**config.mk**
```make
export PLATFORM = sky130hd
export DESIGN_NAME = rme_ram
export DESIGN_NICKNAME = d
export VERILOG_FILES = /design/src/design/rme_ram.sv
export SDC_FILE = /design/constraint.sdc
export NUM_CORES = 1
export LEC_CHECK = 0
export BUFFER_PORTS_ARGS = -buffer_cell sky130_fd_sc_hd__buf_2
export CAP_MARGIN = 20
export CORE_MARGIN = 1
export CORE_UTILIZATION = 53
export DETAILED_ROUTE_END_ITERATION = 12
export PLACE_DENSITY = 0.86
export SYNTH_ARGS = -nofsm -noshare
export SYNTH_HDL_FRONTEND = slang
export SYNTH_SLANG_ARGS = --single-unit
export TNS_END_PERCENT = 1
```
**constraint.sdc**
```tcl
create_clock -name clk -period 6.8 [get_ports clk]
set_clock_uncertainty 0.15 [all_clocks]
set_input_delay 1.7 -clock clk [delete_from_list [all_inputs] [get_ports clk]]
set_output_delay 1.7 -clock clk [all_outputs]
set_load 0.03 [all_outputs]
```
**src/design/rme_ram.sv**
```systemverilog
module rme_ram #(
	parameter int WIDTH = 64,
	parameter int DEPTH = 6
) (
	input logic clk,
	input logic we,
	input logic [$clog2(DEPTH)-1:0] waddr,
	input logic [WIDTH-1:0] wdata,
	input logic re_a,
	input logic [$clog2(DEPTH)-1:0] raddr_a,
	output logic [WIDTH-1:0] rdata_a,
	input logic re_b,
	input logic [$clog2(DEPTH)-1:0] raddr_b,
	output logic [WIDTH-1:0] rdata_b
);
	logic [WIDTH-1:0] mem_q [DEPTH];

	always_ff @(posedge clk) begin
		if (we) begin
			mem_q[waddr] <= wdata;
		end
		if (re_a) begin
			rdata_a <= mem_q[raddr_a];
		end
		if (re_b) begin
			rdata_b <= mem_q[raddr_b];
		end
	end
endmodule

```
==> impl_metrics.toml <==
[synth]
avgSynthCellArea_um2 = 22.4
yosys-top-cells-area = "edfxtp_1, mux4_2, mux2_2"
synth_top_area_cell = "edfxtp_1"
ys_seq_area_frac = 0.713
syn_area_mm2 = 0.0216
synth_warnings = 0
syn-num-nets = 1038
netlist.area_leader.share = 0.713
syn_inst = 961
ys_types = 15
postSynthRegisterBits = 512

[clocking]
clkLatencyLatePin_ns = 0.58
cts-root-buf = "clkbuf_16"
h-tree-depth = 2
clock-sinks = 512
holdBufCountCts = 0
clk_pin_slew_worst_paths_ns = 0.07
cts_setup_buffers = 0
cts_buffer_depth = 3
cts_tree = "yes"
cts_buffers = 50
cts_resized = 0

[power]
switching_share = 0.221
vdd_drop_max_mv = 0.218
clkPwrFrac = 0.399
power_density_mw_per_mm2 = 288
pwr-share-seq = 0.517
p_switching_mw = 1.58
power.share.combinational = 0.084
internal_power_mw = 5.56
p_leak_nw = 8.32

[sta]
fin_crit_sh = 0.530
relSlewSlack = 0.242
worst_pin_slew_ns = 1.14
final-setup-viol-count = 0
fin_crit_ns = 3.60
hold_viol = 0
rsz0062_at_grt = "no"
drv_slew = 0
fmax_ghz = 0.278

[run_status]
status = "completed"

[floorplan]
die_y_um = 204
rows = 73
die_w_um = 204
boundaryPins = 205
die_area_mm2 = 0.0415
placeableCoreArea_mm2 = 0.0399
initial_utilization = 0.540

[critical_path]
r2r_end = "rdata_b[36]$_DFFE_PP_"
critPathSlowestCell = "buf_6"
cp.arrival_ns = 3.77
start_kind = "input pin"
rrSetupSlack_ns = 5.14
cpPeakStageDelay_ns = 0.63
r2r-start = "mem_q[0][36]$_DFFE_PP_"
worst_r2r_path_depth = 2
critPathLaunch = "raddr_a[0]"
crit_path_cell_trace = "buf_6 -> buf_12 -> mux4_2 -> mux2_2"
crit_path_end_kind = "flip-flop"
path_class = "input pin to flip-flop"
worst-path-max-fanout = 71
cp_data_required_time_ns = 6.97

[detailed_routing]
drc = 0
drt_first_pass_iters = 5
wl_um = 46600
viasPerCell = 6.01
via_count = 10520
drtAntennaViolNets = 0
wl_per_cell_um = 26.6
drt_iter0_drc = 801

[job]
cap_violations = 0

[min_path]
min_path_cells = 1
hold_path_class = "flip-flop to flip-flop"
hold_start = "mem_q[4][27]$_DFFE_PP_"
holdPathEnd = "rdata_b[27]$_DFFE_PP_"

[global_route]
grt_pass1_vias = 11215
globalRouteTotalUtil = 0.227
antenna_found_initial = 9
grt-ovfl-total = 0
grt_max_degree = 72
grt_pass1_wl_um = 68800

[placement]
dp_hpwl_um = 25800
gp_congestion = 0.747
port_buffers = 204
dpl_cell_area_mm2 = 0.0231

[layout]
fin_area_mm2 = 0.0248
multiInputGateArea_mm2 = 0.00586
nets = 1255
regArea_mm2 = 0.0154
area_delta_synth_final_pct = 15.0
fin_util = 0.621
drive_gt1_frac = 0.479
fillers = 2660
-- registers in the layout (all words and copies together) (netlist names) --
register	count
rdata_b	64
rdata_a	64
mem_q	384
-- layer usage --
metal	GRT usage	wire length (um)	share of wire
met4	0.0951	1440	0.031
met3	0.0401	3400	0.073
met1	0.281	17500	0.38
met2	0.395	24200	0.52
met5	0	40	0.00086
-- worst max path at each step --
stage | endpoint | slack, ns | cells after the start
floorplan | mem_q[0][0]$_DFFE_PP_ | -0.14 | 2
global placement | rdata_a[18]$_DFFE_PP_ | 2.69 | 4
detailed placement | rdata_a[29]$_DFFE_PP_ | 2.60 | 4
CTS | rdata_a[29]$_DFFE_PP_ | 3.23 | 4
global route | rdata_a[29]$_DFFE_PP_ | 3.12 | 4
finish | rdata_a[29]$_DFFE_PP_ | 3.20 | 4
-- final cells by class --
| type | instances | share of cell area |
|---|---|---|
| well taps | 525 | 0.0265 |
| multi-input cells | 393 | 0.236 |
| flip-flops and latches | 512 | 0.620 |
| diodes | 6 | 0.000605 |
| repair buffers | 221 | 0.0490 |
| clock buffers | 58 | 0.0525 |
| clock inverters | 34 | 0.0155 |
-- worst max-delay path: cells and delay by family --
| kind | cells | cell delay, ns |
|---|---|---|
| multiplexers | 2 | 0.85 |
| buffers and inverters | 2 | 1.09 |
-- power by group through the flow --
| stage | Clock [mW] | Combinational [mW] | Sequential, mW |
|---|---|---|---|
| 2_1_floorplan | 0 | 0.292 | 3.86 |
| 3_3_place_gp | 0 | 0.586 | 3.75 |
| 4_1_cts | 2.89 | 0.605 | 3.69 |
| 6_report | 2.85 | 0.600 | 3.69 |
| 3_5_place_dp | 0 | 0.600 | 3.76 |
| 5_1_grt | 3.00 | 0.634 | 3.70 |
-- stage by stage --
step | setup slack [ns] | hold WS (ns) | TNS (ns) | power [mW] | std cells
2_1_floorplan | -0.142 | 0.480 | -14.23 | 4.15 | 961
3_3_place_gp | 2.69 | 0.485 | 0 | 4.34 | 1649
6_report | 3.20 | 0.484 | 0 | 7.14 | 1749
5_1_grt | 3.12 | 0.500 | 0 | 7.33 | 1748
3_5_place_dp | 2.60 | 0.493 | 0 | 4.36 | 1650
4_1_cts | 3.23 | 0.482 | 0 | 7.18 | 1742
-- synthesized netlist by cell type, drive strengths merged --
cell    count
edfxtp    512
mux2      256
mux4      128
buf        37
clkbuf     19
nand2b      2
nor2        2
nor3        2
and4b       1
nand2       1
nor3b       1
-- placed cells by master, fill, tap and decap left out, types with 2 or more instances in the layout --
cell          n
buf_2       196
mux2_2      156
mux2_1      100
mux4_2      128
bufinv_16     8
buf_6         2
clkbuf_1      7
clkbuf_16    51
clkinv_1     13
clkinv_2      7
diode_2       6
clkinvlp_4    3
nor3_2        2
nor2_4        2
nand2b_1      2
buf_4        20
edfxtp_1    512
-- cell families (layout without fill, tap and decap cells) --
| kind of cell | Yosys count | in the layout | synth area share |
|---|---|---|---|
| mux | 384 | 384 | 0.267 |
| simple gates | 9 | 9 | 0.00238 |
| buf+inv | 56 | 313 | 0.0175 |
| flops | 512 | 512 | 0.713 |
| other cells | 0 | 6 | 0 |
No activity file was read; power rests on OpenSTA's default activity.
