### src/design/rme_pkg.sv
package rme_pkg;

	localparam int NUM_REGS_DEF = 6;
	localparam int MAX_PROGRAM = 256;
	localparam int DATA_W = 64;
	localparam int OPND_W = 32;
	localparam int IP_W = 3;
	localparam int PLEN_W = 9;
	localparam int CFG_IDX_W = 4;
	localparam int CFG_DATA_W = 9;

	localparam logic [CFG_IDX_W-1:0] CFG_IP_REGISTER = CFG_IDX_W'(0);
	localparam logic [CFG_IDX_W-1:0] CFG_PROGRAM_LENGTH = CFG_IDX_W'(1);

	typedef enum logic [3:0] {
		OP_ADDR = 4'd0,
		OP_ADDI = 4'd1,
		OP_MULR = 4'd2,
		OP_MULI = 4'd3,
		OP_BANR = 4'd4,
		OP_BANI = 4'd5,
		OP_BORR = 4'd6,
		OP_BORI = 4'd7,
		OP_SETR = 4'd8,
		OP_SETI = 4'd9,
		OP_GTIR = 4'd10,
		OP_GTRI = 4'd11,
		OP_GTRR = 4'd12,
		OP_EQIR = 4'd13,
		OP_EQRI = 4'd14,
		OP_EQRR = 4'd15
	} op_t;

	typedef struct packed {
		logic [3:0] opcode;
		logic [OPND_W-1:0] operand_a;
		logic [OPND_W-1:0] operand_b;
		logic [OPND_W-1:0] dest_index;
	} instr_t;

	typedef struct packed {
		logic signed [DATA_W-1:0] written_value;
		logic [2:0] dest_reg;
		logic signed [DATA_W-1:0] next_pc;
		logic halted;
		logic fault;
	} result_t;

	typedef struct packed {
		logic [CFG_IDX_W-1:0] reg_index;
		logic [CFG_DATA_W-1:0] wdata;
	} cfg_t;

	// Execute-stage outcome handed from the ALU to the top level
	typedef struct packed {
		logic [DATA_W-1:0] value;
		logic [DATA_W-1:0] pc;
		logic halted;
		logic fault;
		logic is_mul;
	} exec_t;

endpackage

### src/design/rme_alu.sv
module rme_alu import rme_pkg::*; #(
	parameter int NUM_REGS = NUM_REGS_DEF
) (
	input logic [3:0] opcode,
	input logic [OPND_W-1:0] operand_a,
	input logic [OPND_W-1:0] operand_b,
	input logic [OPND_W-1:0] dest_index,
	input logic [IP_W-1:0] ip_reg,
	input logic [PLEN_W-1:0] prog_len,
	input logic [DATA_W-1:0] pc,
	input logic [DATA_W-1:0] ra,
	input logic [DATA_W-1:0] rb,
	input logic [DATA_W-1:0] mul_prod,
	output logic [DATA_W-1:0] va,
	output logic [DATA_W-1:0] vb,
	output exec_t ex
);
	localparam logic [OPND_W-1:0] NREGS = OPND_W'(NUM_REGS);
	localparam logic [31:0] MAXP = 32'(MAX_PROGRAM);

	op_t op;
	logic a_reg;
	logic b_reg;
	logic ip_ok;
	logic fault;
	logic dest_is_ip;
	logic [DATA_W-1:0] res;
	logic [DATA_W-1:0] base;
	logic [DATA_W-1:0] next_pc;
	logic [31:0] plen;

	assign op = op_t'(opcode);

	always_comb begin
		a_reg = 1'b0;
		b_reg = 1'b0;
		case (op)
			OP_ADDR, OP_MULR, OP_BANR, OP_BORR, OP_GTRR, OP_EQRR: begin
				a_reg = 1'b1;
				b_reg = 1'b1;
			end
			OP_ADDI, OP_MULI, OP_BANI, OP_BORI, OP_SETR, OP_GTRI, OP_EQRI: begin
				a_reg = 1'b1;
			end
			OP_GTIR, OP_EQIR: begin
				b_reg = 1'b1;
			end
			default: begin
			end
		endcase
	end

	assign ip_ok = OPND_W'(ip_reg) < NREGS;
	assign fault = !ip_ok || (dest_index >= NREGS)
		|| (a_reg && (operand_a >= NREGS)) || (b_reg && (operand_b >= NREGS));

	assign va = a_reg ? ra : DATA_W'(operand_a);
	assign vb = b_reg ? rb : DATA_W'(operand_b);

	always_comb begin
		case (op)
			OP_ADDR, OP_ADDI: res = va + vb;
			OP_MULR, OP_MULI: res = mul_prod;
			OP_BANR, OP_BANI: res = va & vb;
			OP_BORR, OP_BORI: res = va | vb;
			OP_SETR, OP_SETI: res = va;
			OP_GTIR, OP_GTRI, OP_GTRR: res = {63'd0, $signed(va) > $signed(vb)};
			default: res = {63'd0, va == vb};
		endcase
	end

	// A write to the bound register is what gets incremented
	assign dest_is_ip = dest_index == OPND_W'(ip_reg);
	assign base = dest_is_ip ? res : pc;

	always_comb begin
		if (fault) begin
			next_pc = ip_ok ? pc : '0;
		end else begin
			next_pc = base + DATA_W'(1);
		end
	end

	assign plen = (32'(prog_len) > MAXP) ? MAXP : 32'(prog_len);

	assign ex.value = fault ? '0 : res;
	assign ex.pc = next_pc;
	assign ex.halted = next_pc[DATA_W-1] || (next_pc >= DATA_W'(plen));
	assign ex.fault = fault;
	assign ex.is_mul = (op == OP_MULR) || (op == OP_MULI);
endmodule

### config.mk
export PLATFORM = sky130hd
export DESIGN_NAME = rme_alu
export DESIGN_NICKNAME = d
export VERILOG_FILES = /design/src/design/rme_pkg.sv /design/src/design/rme_alu.sv
export SDC_FILE = /design/constraint.sdc
export NUM_CORES = 1
export LEC_CHECK = 0
export BUFFER_PORTS_ARGS = -buffer_cell sky130_fd_sc_hd__clkbuf_2
export CORE_AREA = 2 2 247 249
export DETAILED_ROUTE_END_ITERATION = 7
export DIE_AREA = 0 0 249 251
export GPL_TIMING_DRIVEN = 0
export PLACE_DENSITY = 0.52
export SETUP_SLACK_MARGIN = 0.4
export SLEW_MARGIN = 20
export SYNTH_ARGS = -nofsm -noshare
export SYNTH_HDL_FRONTEND = slang
export SYNTH_SLANG_ARGS = --single-unit
### constraint.sdc
create_clock -name vclk -period 9.6
set_input_delay 0 -clock vclk [all_inputs]
set_output_delay 0 -clock vclk [all_outputs]
set_load 0.02 [all_outputs]
==> results.yml, run 1 <==
cells_and_area:
  nFillCells: 6890
  nFlopsAndLatches: 0
  final_util_pct: 35.4
  fin_cells: 4050
  final_cell_mix: "clkbuf_2, nand2_1, inv_1, nor2_1, ha_1"
  clock_buffers: 0
  multiInputGateArea_mm2: 0.0151
  nets: 3840
  fin_area_mm2: 0.0212
  drive_gt1_share_pct: 25.9
  area_growth_pct: 29.1
  layout_commonest_cell: "clkbuf_2"
  regArea_um2: 0
synth:
  synth_cell_types: 100
  syn_area_mm2: 0.0164
  yosys_warnings: 0
  ys_seq_area_share_pct: 0
  synth_nets: 3202
  synth_area_per_cell_um2: 6.23
  synthCells: 2631
min_path:
  whs_path_depth: 4
  hold_end: "ex[36]"
  min_path_type: "primary input to output pin"
  worstHoldStart: "pc[33]"
global_routing:
  gr-total-overflow: 0
  gr-usage-all-layers_pct: 32.0
  antenna_found_initial: 4
  grt_pass1_wl_um: 150000
  grt_pass1_vias: 22237
  grt_max_degree: 11
critical_path:
  crit_path_start_kind: "primary input"
  cpMostUsedCell: "buf_4"
  worst_ep_arrival_time_ps: 9060
  critPathSlowestCell: "buf_1"
  slowest_delay_ps: 910
  crit_path_end_kind: "output pin"
  path_class: "primary input to output pin"
  critPathMaxFanout: 10
  timing.critical_path.required_ps: 9600
die:
  io_pins: 627
  die_y_um: 251
  core_mm2: 0.0598
  dieArea_mm2: 0.0625
  row_count: 90
  start_util_pct: 27.4
  die_x_um: 249
power_and_ir_drop:
  pwr_density_cell_mw_per_mm2: 66.6
  p_total_mw: 1.41
  power.leakage_nw: 10.4
  vdd_drop_max_mv: 0.0281
drt:
  ant_nets: 0
  wl_met2_um: 51400
  highest_layer: "met5"
  wl_per_cell_um: 26.1
  via_per_inst: 5.78
  wl_met1_um: 42500
  vias: 23425
  wl_met3_um: 7390
  first_iter_violations: 2247
  drt-pass1-iter-count: 6
  route.detailed.drc: 0
  wirelength_um: 106000
timing:
  period_needed_ps: 9060
  max_freq_mhz: 110
  final_hold_viol_count: 0
  slew_headroom_pct: 18.5
  slew_viol_final: 0
  setup_tns_ps: 0
  worstMarginPinSlew_ps: 1220
  rsz0062_at_grt: "no"
  worst_slack_ps: 541
  setup_viol: 0
  period_share_pct: 94.4
  fin_hold_ws_ps: 376
place:
  place_congestion: 1.00
  post_dp_cell_area_mm2: 0.0205
  place_ws_ps: -3570
  dp_cells: 4040
  portBuffers: 625
  post-dp-hpwl_um: 91300
cts:
  hold_buffers: 0
outcome:
  status: "finished clean"
flow_run:
  maxCapViolCount: 0
[cell type report]
cell class	count	area share, %
Multi-Input combinational cell	2220	71.3
Antenna cell	1	0.0118
Inverter	241	4.27
Tap cell	782	4.62
Buffer	170	4.64
Timing Repair Buffer	636	15.2
[routing by layer]
| metal | vias up | track usage [%] |
|---|---|---|
| met1 | 11226 | 38.9 |
| met4 | 6 | 11.5 |
| met2 | 1169 | 57.7 |
| met3 | 207 | 3.71 |
| met5 | - | 0 |
| li1 | 10817 | - |
[worst max-delay path by stage]
stage | from | endpoint | cells past startpoint
2_1_floorplan | opcode[3] | ex[2] | 39
3_3_place_gp | opcode[3] | ex[2] | 37
3_5_place_dp | opcode[3] | ex[2] | 37
4_1_cts | opcode[2] | ex[2] | 44
5_1_grt | opcode[2] | ex[2] | 43
6_report | opcode[0] | ex[2] | 39
[worst max-delay path: cells and delay by family]
family | cells | cell delay [ps]
adders and majority gates | 2 | 420
xor gates and xnor gates | 1 | 160
buffers and inverters | 11 | 2550
and+or+nand+nor | 16 | 4080
AOI/OAI and AO/OA | 9 | 1790
[synth_stat cells, types with 27 or more instances]
| cell | number | area [um^2] |
|---|---|---|
| nor4_1 | 77 | 482 |
| o211ai_1 | 30 | 225 |
| nor2_1 | 230 | 863 |
| a211oi_1 | 27 | 203 |
| o31ai_1 | 30 | 225 |
| o21a_1 | 33 | 248 |
| mux2_2 | 34 | 383 |
| nand2_1 | 321 | 1200 |
| nand4_1 | 62 | 388 |
| a21oi_1 | 197 | 986 |
| clkbuf_1 | 102 | 383 |
| a21o_1 | 29 | 218 |
| inv_1 | 239 | 897 |
| a31oi_1 | 39 | 244 |
| o21ai_0 | 125 | 626 |
| xnor2_1 | 46 | 403 |
| ha_1 | 202 | 2530 |
| nor3_1 | 54 | 270 |
| nand3_1 | 104 | 521 |
| a22oi_1 | 45 | 338 |
| and2_1 | 52 | 325 |
| mux2i_1 | 80 | 801 |
| nor2b_1 | 48 | 300 |
| buf_2 | 31 | 155 |
[power breakdown]
part	switching [mW]	leakage [nW]	internal [mW]
clock network	0	0.00000941	-0.0000000000000000824
logic	0.954	10.4	0.456
registers	0	0	0
total	0.954	10.4	0.456
[timing repair]
action / in CTS / in global routing
endpoints found under the setup margin: 53 / 3
setup buffers: 4 / 5
pin swaps: 10 / 15
gates resized for setup: 122 / 75
[cells by family (layout without fill, tap and decap cells)]
logic type | Yosys count | count (layout) | share of synthesized area (%)
simple gates | 1074 | 1074 | 32.3
buf+inv | 411 | 1047 | 9.94
fa+ha+maj | 203 | 203 | 15.5
other cells | 0 | 1 | 0
xor+xnor | 65 | 65 | 3.47
compound gates | 762 | 762 | 31.2
mux | 116 | 116 | 7.49
(Power assumes the default switching activity.)
==> run 2, diff against run 1 <==
Settings changed: ABC_AREA set to 1, CORE_AREA 2 2 247 249 to 2 2 244 246, DIE_AREA 0 0 249 251 to 0 0 246 248, PLACE_DENSITY 0.52 to 0.56.
==> run 2 against run 1 <==
Compared with the run above:
- clock-buffer cell count unchanged
- worst setup slack better by 550 ps
- combinational power about the same
- cell count up 27%
- flip-flop and latch count unchanged
- fmax up 6.5%
- largest power group unchanged
==> results.yml, run 2 <==
timing:
  final_hold_viol_count: 0
  worst_slack_ps: 1090
  period_needed_ps: 8510
  max_freq_mhz: 118
  rsz0062_at_grt: "no"
  setup_viol: 0
  period_share_pct: 88.6
  slew_viol_final: 0
  worstMarginPinSlew_ps: 1260
  slew_headroom_pct: 16.0
  setup_tns_ps: 0
cells_and_area:
  layout_commonest_cell: "nand2_1"
  nets: 4926
  final_cell_mix: "nand2_1, inv_1, clkbuf_2, nor2_1, nand3_1"
  drive_gt1_share_pct: 21.4
  nFillCells: 7127
  clock_buffers: 0
  final_util_pct: 38.4
  n_antenna_cell: 0
  fin_cells: 5126
  nFlopsAndLatches: 0
  area_growth_pct: 22.3
  regArea_um2: 0
synth:
  synth_nets: 4299
  ys_seq_area_share_pct: 0
  yosys_warnings: 0
  yosysTopAreaCell: "nand2_1"
  synth.most_common_cell: "nand2_1"
  synth_cell_types: 61
  synthTopCellsByArea: "nand2_1, ha_1, inv_1, nand3_1, nor2_1"
  synth_top_area_share_pct: 24.8
  synth_area_per_cell_um2: 4.93
  synthCells: 3728
  syn_area_mm2: 0.0184
  ys_top_cells_by_count: "nand2_1, inv_1, nor2_1"
critical_path:
  timing.critical_path.required_ps: 9600
  crit_path_end_kind: "output pin"
  cpMostUsedCell: "nand2_1"
  crit_path_start_kind: "primary input"
  slowest_delay_ps: 590
  critPathSlowestCell: "buf_1"
  path_class: "primary input to output pin"
  worst_ep_arrival_time_ps: 8510
  critPathMaxFanout: 10
die:
  die_y_um: 248
  dieArea_mm2: 0.0610
  core_mm2: 0.0585
  io_pins: 627
  row_count: 89
  die_x_um: 246
  start_util_pct: 31.4
power_and_ir_drop:
  vdd_drop_max_mv: 0.0289
  p_total_mw: 1.38
  pwr_density_cell_mw_per_mm2: 61.6
  power.leakage_nw: 13.6
place:
  place_congestion: 1.02
  post-dp-hpwl_um: 99200
  portBuffers: 625
  place_ws_ps: 1400
  dp_cells: 5126
global_routing:
  grt_most_used_layer: "met2"
  met3_usage_pct: 2.50
  globalRouteMet2Util_pct: 61.4
  grt_max_degree: 11
  grt_pass1_wl_um: 159000
  grt_pass1_vias: 25213
  gr-total-overflow: 0
  antenna_found_initial: 2
  use_met1_pct: 44.8
  gr-usage-all-layers_pct: 34.9
drt:
  ant_nets: 0
  drt-pass1-iter-count: 7
  wl_per_cell_um: 21.5
  via_per_inst: 5.12
  wirelength_um: 110000
  route.detailed.drc: 0
  vias: 26265
  first_iter_violations: 2202
flow_run:
  maxCapViolCount: 0
min_path:
  whs_path_depth: 4
  min_path_type: "primary input to output pin"
  worstHoldStart: "ra[35]"
  hold_end: "va[35]"
outcome:
  status: "finished clean"
cts:
  cts_resized: 0
  postCtsSetupBuffers: 0
  hold_buffers: 0
[run 2: cell count changes after synthesis, sizes merged, moves of 67 or more]
cell    previous run  this run
clkbuf           102        35
inv              239       725
mux2i             80         0
nand2            322      1261
nand3            104       351
nor2             230       455
nor4              79         9
[run 2: layer usage]
metal | up-vias | share of wire, %
met5 | - | 0.021
met4 | 4 | 4.0
met3 | 149 | 6.3
met2 | 1093 | 47
met1 | 12083 | 42
li1 | 12936 | -
[run 2: cells by family after synthesis]
| logic type | synth area share [%] |
|---|---|
| compound gates | 15.1 |
| fa+ha+maj | 13.9 |
| simple gates | 52.9 |
| buf+inv | 17.9 |
| xor+xnor | 0.286 |
[run 2: area by class of cell]
cell class                      count  area, um^2  area share [%]
Inverter                          729        2740            12.2
Multi-Input combinational cell   2897       15100            67.2
Timing Repair Buffer              625        3130            13.9
Buffer                            102         539            2.40
Tap cell                          773         967            4.31
[run 2: worst max-delay path by stage]
stage                   start     to  slack (ps)  cells past startpoint
global route        opcode[1]  ex[2]         470                     46
finish              opcode[1]  ex[2]        1090                     46
detailed placement  opcode[1]  ex[2]        1400                     46
floorplan           opcode[1]  ex[2]        3750                     49
global placement    opcode[1]  ex[2]        1380                     46
CTS                 opcode[1]  ex[2]        1370                     46
[run 2: report_power, final]
part | internal [mW] | switching [mW] | total (mW)
clock | 0 | 0 | 0
sequential | 0 | 0 | 0
combinational | 0.409 | 0.975 | 1.38
[run 2: stage by stage]
| step | hold WS [ps] | cell area [um^2] |
|---|---|---|
| final | 342 | 22500 |
| after global routing | 386 | 22500 |
| after floorplan | 122 | 18400 |
| after detailed placement | 345 | 22500 |
| after CTS | 345 | 22500 |
| after global placement | 345 | 22500 |
[run 2: critical path: cells and delay by family]
family                   cells  cell delay, ps
AND/OR/NAND/NOR             30            4820
buffers and inverters        7            1800
AO/OA/AOI/OAI                6             840
adder cells (fa/ha/maj)      3            1010
